File: src/hdl/srpc_pkg.sv
// ----------------------------------------------------------------------------
// srpc_pkg
// Shared constants, types and helpers of the stereo point reprojection core.
// ----------------------------------------------------------------------------
package srpc_pkg;

   localparam int COORD_W         = 16;
   localparam int COORD_FRAC_BITS = 4;
   localparam int OUT_FRAC_BITS   = 16;
   localparam int NUM_REGS        = 8;
   localparam int CSR_W           = 64;
   localparam int CSR_IDX_W       = 4;
   localparam int REG_SEL_W       = $clog2(NUM_REGS);
   localparam int ENTRY_W         = 32;
   localparam int VEC_W           = COORD_W + 1;
   localparam int PROD_W          = ENTRY_W + VEC_W;
   localparam int H_W             = PROD_W + 2;
   localparam int MAG_W           = H_W - 1;
   localparam int SCALE           = 1000;
   localparam int D_W             = MAG_W + 10;
   localparam int CMP_W           = D_W + OUT_FRAC_BITS;
   localparam int Q_W             = 32;
   localparam int NUM_CELLS       = Q_W;
   localparam int LANES           = 3;
   localparam int ONE_FIX         = 1 << COORD_FRAC_BITS;

   typedef logic [NUM_REGS-1:0][CSR_W-1:0] qmat_type;

   typedef struct packed {
      logic [D_W-1:0] rem;
      logic [Q_W-1:0] pend;
      logic [Q_W-1:0] quo;
      logic           neg;
      logic           ovf;
   } lane_type;

   typedef struct packed {
      lane_type [LANES-1:0] lane;
      logic [D_W-1:0]       dvs;
      logic                 invalid;
   } cell_data_type;

   function automatic logic signed [ENTRY_W-1:0] q_entry(qmat_type q, int row, int col);
      logic [CSR_W-1:0] word;
      word = q[row * 2 + col / 2];
      q_entry = (col % 2 == 1) ? $signed(word[CSR_W-1:ENTRY_W]) : $signed(word[ENTRY_W-1:0]);
   endfunction

endpackage

File: src/hdl/srpc_div_cell.sv
// ----------------------------------------------------------------------------
// srpc_div_cell
// One restoring division step for three lanes; produces one quotient bit per lane.
// ----------------------------------------------------------------------------
module srpc_div_cell (
   input  logic                    clock,
   input  logic                    reset,
   input  logic                    in_valid,
   output logic                    in_ready,
   input  srpc_pkg::cell_data_type in_data,
   output logic                    out_valid,
   input  logic                    out_ready,
   output srpc_pkg::cell_data_type out_data
);

   logic                    vld_ff;
   srpc_pkg::cell_data_type data_in, data_ff;
   logic [srpc_pkg::D_W:0]  trial [srpc_pkg::LANES];
   logic                    ge [srpc_pkg::LANES];

   assign in_ready  = !vld_ff || out_ready;
   assign out_valid = vld_ff;
   assign out_data  = data_ff;

   always_comb begin
      data_in = in_data;
      for (int i = 0; i < srpc_pkg::LANES; i++) begin
         trial[i] = {in_data.lane[i].rem, in_data.lane[i].pend[srpc_pkg::Q_W-1]};
         ge[i]    = trial[i] >= {1'b0, in_data.dvs};
         data_in.lane[i].rem  = ge[i] ? srpc_pkg::D_W'(trial[i] - {1'b0, in_data.dvs})
                                      : srpc_pkg::D_W'(trial[i]);
         data_in.lane[i].pend = in_data.lane[i].pend << 1;
         data_in.lane[i].quo  = {in_data.lane[i].quo[srpc_pkg::Q_W-2:0], ge[i]};
      end
   end

   always_ff @(posedge clock) begin
      if (reset) begin
         vld_ff <= 1'b0;
      end else if (in_ready) begin
         vld_ff <= in_valid;
      end
   end

   always_ff @(posedge clock) begin
      if (in_ready) data_ff <= data_in;
   end

endmodule

File: config.mk
export PLATFORM = sky130hd
export DESIGN_NAME = srpc_div_cell
export DESIGN_NICKNAME = d
export VERILOG_FILES = /design/src/hdl/srpc_pkg.sv /design/src/hdl/srpc_div_cell.sv
export SDC_FILE = /design/constraint.sdc
export NUM_CORES = 1
export LEC_CHECK = 0
export BUFFER_PORTS_ARGS = -buffer_cell sky130_fd_sc_hd__buf_2
export CAP_MARGIN = 20
export CELL_PAD_IN_SITES_DETAIL_PLACEMENT = 1
export CELL_PAD_IN_SITES_GLOBAL_PLACEMENT = 2
export CORE_AREA = 2 2 343 345
export CTS_CLUSTER_SIZE = 30
export DETAILED_ROUTE_END_ITERATION = 8
export DIE_AREA = 0 0 345 347
export PLACE_DENSITY = 0.67
export SYNTH_ARGS = -nofsm -noshare
export SYNTH_HDL_FRONTEND = slang
export SYNTH_SLANG_ARGS = --single-unit
export TNS_END_PERCENT = 30
File: constraint.sdc
create_clock -name clock -period 40.4 [get_ports clock]
set_input_delay 10.1 -clock clock [delete_from_list [all_inputs] [get_ports clock]]
set_output_delay 10.1 -clock clock [all_outputs]
set_load 0.01 [all_outputs]
# ---- Yosys cells after proc, flatten, opt, wreduce, memory -nomap -nowiden
# Cells that the tools add are included.
dict set report totals {
  reg_bits 437
  in_bits 443
  word_cells 29
}
dict set report classes {
  addsub 3
  order_cmp 3
  mux 3
  reduce_logical 2
}
# op count
set ops {}
lappend ops {{greater-or-equal comparator 61 x 60 -> 1 bit} 3}
lappend ops {{2-to-1 mux 60 bit} 3}
lappend ops {{subtractor 60 bit} 3}
lappend ops {{logical NOT 1 bit} 1}
lappend ops {{logical OR 1 bit} 1}

# ---- Depth between registers and ports, before layout
# Gate-level depths: netlist (run 1).
dict set report logic_depth {
  depth_word 2
  depth_mapped 16
  ltp_nobuf 14
}

# ---- Worst setup path before layout (run 1)
# No wires, ideal clock.
dict set report synth_timing {
  path_kind {input-to-output}
  start {input port out_ready}
  end {output port in_ready}
  arrival_ns 20.582
  t_required_ns 30.300
  setup_slack_ns 9.718
  cell_stages 1
  cell_sequence {nand2b_1}
}
dict set report synth_between {
  elab_chain_len 1
}
# item line
set synth_rtl {}
lappend synth_rtl {{from (decl)} srpc_div_cell.sv:12} ;# input logic out_ready,
lappend synth_rtl {{logical OR 1 bit} srpc_div_cell.sv:21} ;# assign in_ready = !vld_ff || out_ready;
lappend synth_rtl {{to (decl)} srpc_div_cell.sv:9} ;# output logic in_ready,
# No other way between the ends.

# ---- Worst setup path after layout (run 1)
# Ends and elaborated chain as after synthesis.

==> impl_metrics.ini, run 1 <==
[global_routing]
grt_start_max_net_pins = 122
busiest_layer = met2
grt_pass1_vias = 23400
antenna_found_initial = 52
grt.total_usage_pct = 20.5
met3_usage_pct = 4.56
use_met2_pct = 37.5
use_met1_pct = 23.5
grt-ovfl-total = 0
grt_pass1_wl_um = 177000

[logic_synthesis]
synth_area_um2 = 26000
ys_seq_area_share_pct = 50.5
syn_area_per_cell_um2 = 10.9
yosys.area.top_type = edfxtp_1
synth_edf_count = 436
synth_ff_type = edfxtp_1
ys_warn_count = 0
syn_inst = 2389
synthArstFlopShare_pct = 0
synth_commonest_cells = edfxtp_1, a21oi_1, nor2_1
yosys.cell_count.top_type = edfxtp_1
synth_area_leaders = edfxtp_1, ha_1, a21oi_1, xnor2_1, mux2_2
synth_cell_types = 89
netlist.area_leader.share_pct = 50.4
ys_ff_latch = 437

[sta]
hold_ws_ns = 0.789
setup_tns_ns = 0
tightest_slew_ns = 1.12
hold_violations = 0
fin_skew_ns = 0.0315
period_needed_ns = 20.84
finalSetupViolCount = 0
slew-limit-headroom_pct = 24.6
period_share_pct = 51.6
rsz0062_at_grt = false
finalMaxSlewViolations = 0
maxClockFrequency_mhz = 48.0

[clocking]
cts_tree = built
cts_resized = 0
post_cts_buffers = 0
htree_levels = 2
clkTransAtPathRegs_ns = 0.06
cts_buffers = 56
clock_latency_ns = 0.67
ctsHoldBuffers = 0
root_buffer = clkbuf_16
cts_buffer_depth = 3
clkSinkCount = 437

[worst_setup_path]
r2r_slack_ns = 36.91
crit_chain = buf_2 > nand2b_4 > buf_2
r2r-end = out_data[88]
slowest_delay_ns = 0.30
cp.required_ns = 30.30
cp_common_cell = buf_2
path_class = input port to primary output
reg2reg_depth = 4
critPathMaxFanout = 17
reg2reg_from = out_valid
start_kind = input port
cp_slowest_cell = nand2b_4
endpoint_kind = primary output
crit_arrival_ns = 10.74

[die]
start_util_pct = 22.4
dieArea_um2 = 120000
core_area_um2 = 116000
die_width_um = 345
dieHeight_um = 347
ios = 884
rows = 125

[routing]
drc = 0
first_pass_iters = 5
wl_per_cell_um = 26.3
routed_wl_um = 127000
ant_nets = 0
vias = 22900
viasPerCell = 4.74
drt-initial-drc-count = 1396

[placed_design]
place.gp.congestion = 0.858
portBuffers = 877
place_inst = 4715
dp_hpwl_um = 107000

[power_and_ir_drop]
ir_drop_mv = 0.0301
powerDensity_nw_per_um2 = 44.9
total_power_mw = 1.52
leakagePower_nw = 14.8

[layout]
layout-drive-gt1-share_pct = 33.3
fin_cells = 4833
fin_nets = 3875
area_growth_pct = 30.6

[worst_hold_path]
hp-start = out_valid
hold_end = out_valid
min_path_cells = 2
hold_path.class = register to register

[status]
status = finished clean

[flow_run]
cap_violations = 0
[kinds of logic after synthesis]
kind of cell	Yosys count	share of synthesized area, %
fa+ha+maj	183	8.90
mux	80	3.45
xor+xnor	160	5.40
other cells	1	0.0144
buf+inv	209	3.51
flops	437	50.5
compound gates	722	17.5
simple gates	597	10.7
[stage by stage]
| step | util, % | setup slack, ns | instance area, um2 |
|---|---|---|---|
| after floorplan | - | 9.72 | 26000 |
| after global placement | 27.6 | 19.52 | 31900 |
| after detailed placement | 27.6 | 19.53 | 31900 |
| after CTS | 29.3 | 19.53 | 33900 |
| after global routing | 29.3 | 19.53 | 33900 |
| final | 29.3 | 19.56 | 33900 |
[flip-flops by register name, indices dropped and copies added, names as in the netlist]
register,count
out_valid,1
out_data,436
[worst max-delay path by stage]
stage                           to      start  slack, ns
after floorplan           in_ready  out_ready       9.72
after global placement    in_ready  out_ready      19.52
after detailed placement  in_ready  out_ready      19.53
after CTS                 in_ready  out_ready      19.53
after global routing      in_ready  out_ready      19.53
final                     in_ready  out_ready      19.56
[layout by cell type (no fill, tap or decap), types with 13 or more instances in the layout]
master	instances
buf_4	14
nand3_1	39
nor3_1	31
a21o_1	103
a31oi_1	25
o21ai_0	130
clkinv_1	13
o21a_1	13
and3_1	29
nand4_1	43
o21bai_1	32
nand2b_1	20
ha_1	180
xor2_1	64
mux2_2	74
clkbuf_16	56
nor2_1	201
a21oi_1	292
a211oi_1	16
and2_1	13
inv_1	115
edfxtp_1	436
buf_2	877
xnor2_1	96
nand2_1	162
[power breakdown]
group / internal, mW / total, mW / leakage, nW / switching [mW]
logic: 0.150 / 0.396 / 9.35 / 0.247
clock network: 0.314 / 0.539 / 0.934 / 0.225
registers: 0.569 / 0.586 / 4.51 / 0.0169
[final cells by class]
class	instances	area [um2]
Antenna cell	12	30.0
Clock buffer	61	1420
Clock inverter	45	531
Fill cell	13300	81800
Inverter	117	439
Multi-Input combinational cell	1745	12000
Sequential cell	437	13100
Tap cell	1524	1910
Timing Repair Buffer	892	4510
[critical path: cells and delay by family]
kind                   cells  cell delay (ns)
buffers and inverters      2             0.33
AND/OR/NAND/NOR            1             0.30
[per-layer routing]
| layer | wire, um | vias to the layer above | part of all wire (%) |
|---|---|---|---|
| met3 | 6990 | 203 | 5.5 |
| li1 | - | 10700 | - |
| met1 | 50100 | 11300 | 39 |
| met5 | 219 | - | 0.17 |
| met4 | 4640 | 36 | 3.6 |
| met2 | 65300 | 655 | 51 |
No activity file was read; power rests on OpenSTA's default activity.
==> run 2: changes to the inputs <==
CORE_AREA = 2 2 346 348   (was 2 2 343 345)
DIE_AREA = 0 0 348 350   (was 0 0 345 347)
PLACE_DENSITY = 0.69   (was 0.67)
clock period = 17.5 ns   (was 40.4 ns; I/O delays follow)
==> run 2 against run 1 <==
  * Wire length decreased by 2.1%
  * Sequential cell count stayed put
  * Sequential share of layout area increased by 0.10 points
  * Combinational power increased by 130%
  * Clock power up 120%
  * Via count fell by 1.0%
  * Power rose by 130%
  * First-iteration DRC count down 7.4%
  * Final cell count increased by 0.23%
  * Setup slack got worse by 12 ns
  * Clock skew down 0.019 ns
  * Die area grew 1.7%
  * Largest cell class unchanged
==> impl_metrics.ini, run 2 (synthesis results as in run 1) <==
[routing]
ant_nets = 0
drt-initial-drc-count = 1293
first_pass_iters = 5
drc = 0
routed_wl_um = 125000
vias = 22700
wl_per_cell_um = 25.7
viasPerCell = 4.68

[worst_setup_path]
endpoint_kind = primary output
crit_arrival_ns = 5.07
cp_common_cell = buf_2
crit_chain = buf_2 > nand2b_4 > buf_2
cp.required_ns = 13.12
critPathTopFamily = buffers and inverters
slowest_delay_ns = 0.33
cp_slowest_cell = nand2b_4
path_class = input port to primary output
critPathMaxFanout = 20
start_kind = input port
path_buf_inv = 2

[sta]
tightest_slew_ns = 1.03
hold_violations = 0
maxClockFrequency_mhz = 106
period_needed_ns = 9.45
finalSetupViolCount = 0
finalMaxSlewViolations = 0
rsz0062_at_grt = false
slew-limit-headroom_pct = 30.8
setup_tns_ns = 0
fin_skew_ns = 0.0121
period_share_pct = 54.0

[status]
status = finished clean

[die]
dieHeight_um = 350
ios = 884
core_area_um2 = 118000
rows = 126
die_width_um = 348
start_util_pct = 22.1
dieArea_um2 = 122000

[power_and_ir_drop]
comb_power_share_pct = 26.4
leakagePower_nw = 14.7
seqPwrFrac_pct = 39.2
ir_drop_mv = 0.0740
clkPwrFrac_pct = 34.4
powerDensity_nw_per_um2 = 102
switching_power_mw = 1.10
intPower_mw = 2.35
sw_frac_of_total_pct = 31.8

[layout]
multi_input_comb_area_um2 = 12000
nFillCells = 13500
layout-drive-gt1-share_pct = 33.1
area_growth_pct = 30.3
mostFrequentLayoutCells = buf_2, edfxtp_1, a21oi_1
register_area_um2 = 13100
final_common_cell = buf_2
largest_register_ffs = 436
fin_cells = 4844
fin_nets = 3876

[global_routing]
grt_pass1_vias = 23000
antenna_found_initial = 48
grt_pass1_wl_um = 172000
grt-ovfl-total = 0
grt.total_usage_pct = 19.6
grt_start_max_net_pins = 132

[clocking]
cts_buffers = 56
root_buffer = clkbuf_16
clock_latency_ns = 0.64
cts_tree = built
htree_levels = 2
cts_buffer_depth = 3
post_cts_buffers = 0
clkTransAtPathRegs_ns = 0.06
clkSinkCount = 437
ctsHoldBuffers = 0
cts_resized = 0

[flow_run]
cap_violations = 0

[worst_hold_path]
hold_path.class = register to register

[placed_design]
place_inst = 4728
portBuffers = 877
dp_hpwl_um = 104000
place.gp.congestion = 0.880
==> run 2: changes by cell type in the layout (fill, tap and decap cells not counted), sizes merged <==
cell / previous run / this run
buf: 892 / 893
bufinv: 9 / 7
clkbuf: 61 / 71
clkinv: 26 / 18
diode: 12 / 11
inv: 122 / 121
==> run 2: layer usage <==
metal	up-vias	share of wire [%]	routed length (um)	global-route usage, %
met5	-	0.14	174	0
met2	696	51	64100	35.9
met4	24	2.8	3530	5.67
li1	10700	-	-	-
met3	175	5.4	6720	4.09
met1	11100	40	50100	22.9
==> run 2: power groups by stage <==
stage	clock network (mW)	registers [mW]	logic, mW
2_1_floorplan	0	1.45	0.441
3_3_place_gp	0	1.37	0.918
3_5_place_dp	0	1.37	0.919
4_1_cts	1.23	1.35	0.925
5_1_grt	1.26	1.37	0.989
6_report	1.19	1.35	0.911
==> run 2: metrics by stage <==
| stage | cell area (um2) | util (%) | setup slack (ns) | total power [mW] | hold WS (ns) |
|---|---|---|---|---|---|
| CTS | 33800 | 28.7 | 8.02 | 3.51 | 0.922 |
| detailed placement | 32000 | 27.1 | 8.02 | 2.29 | 0.912 |
| global route | 33800 | 28.7 | 8.02 | 3.62 | 0.964 |
| floorplan | 26000 | - | 3.27 | 1.89 | 4.44 |
| finish | 33800 | 28.7 | 8.05 | 3.45 | 0.891 |
| global placement | 32000 | 27.1 | 8.04 | 2.29 | 0.903 |
==> run 2: worst paths after layout <==
kind	from	endpoint	slack, ns	depth (start not counted)
worst max register to register	out_valid	out_data[51]	14.77	3
worst min-delay path	out_valid	out_data[42]	0.89	1
worst min register to register	out_valid	out_data[42]	0.89	1
worst max-delay path	out_ready	in_ready	8.05	3
==> run 2: cell type report <==
class | instances | area share, %
sequential | 437 | 38.8
multi-input combinational | 1745 | 35.4
timing repair buffer | 893 | 13.4
tap | 1536 | 5.68
clock buffer | 71 | 4.31
inverter | 117 | 1.30
clock inverter | 34 | 1.13
antenna | 11 | 0.0814
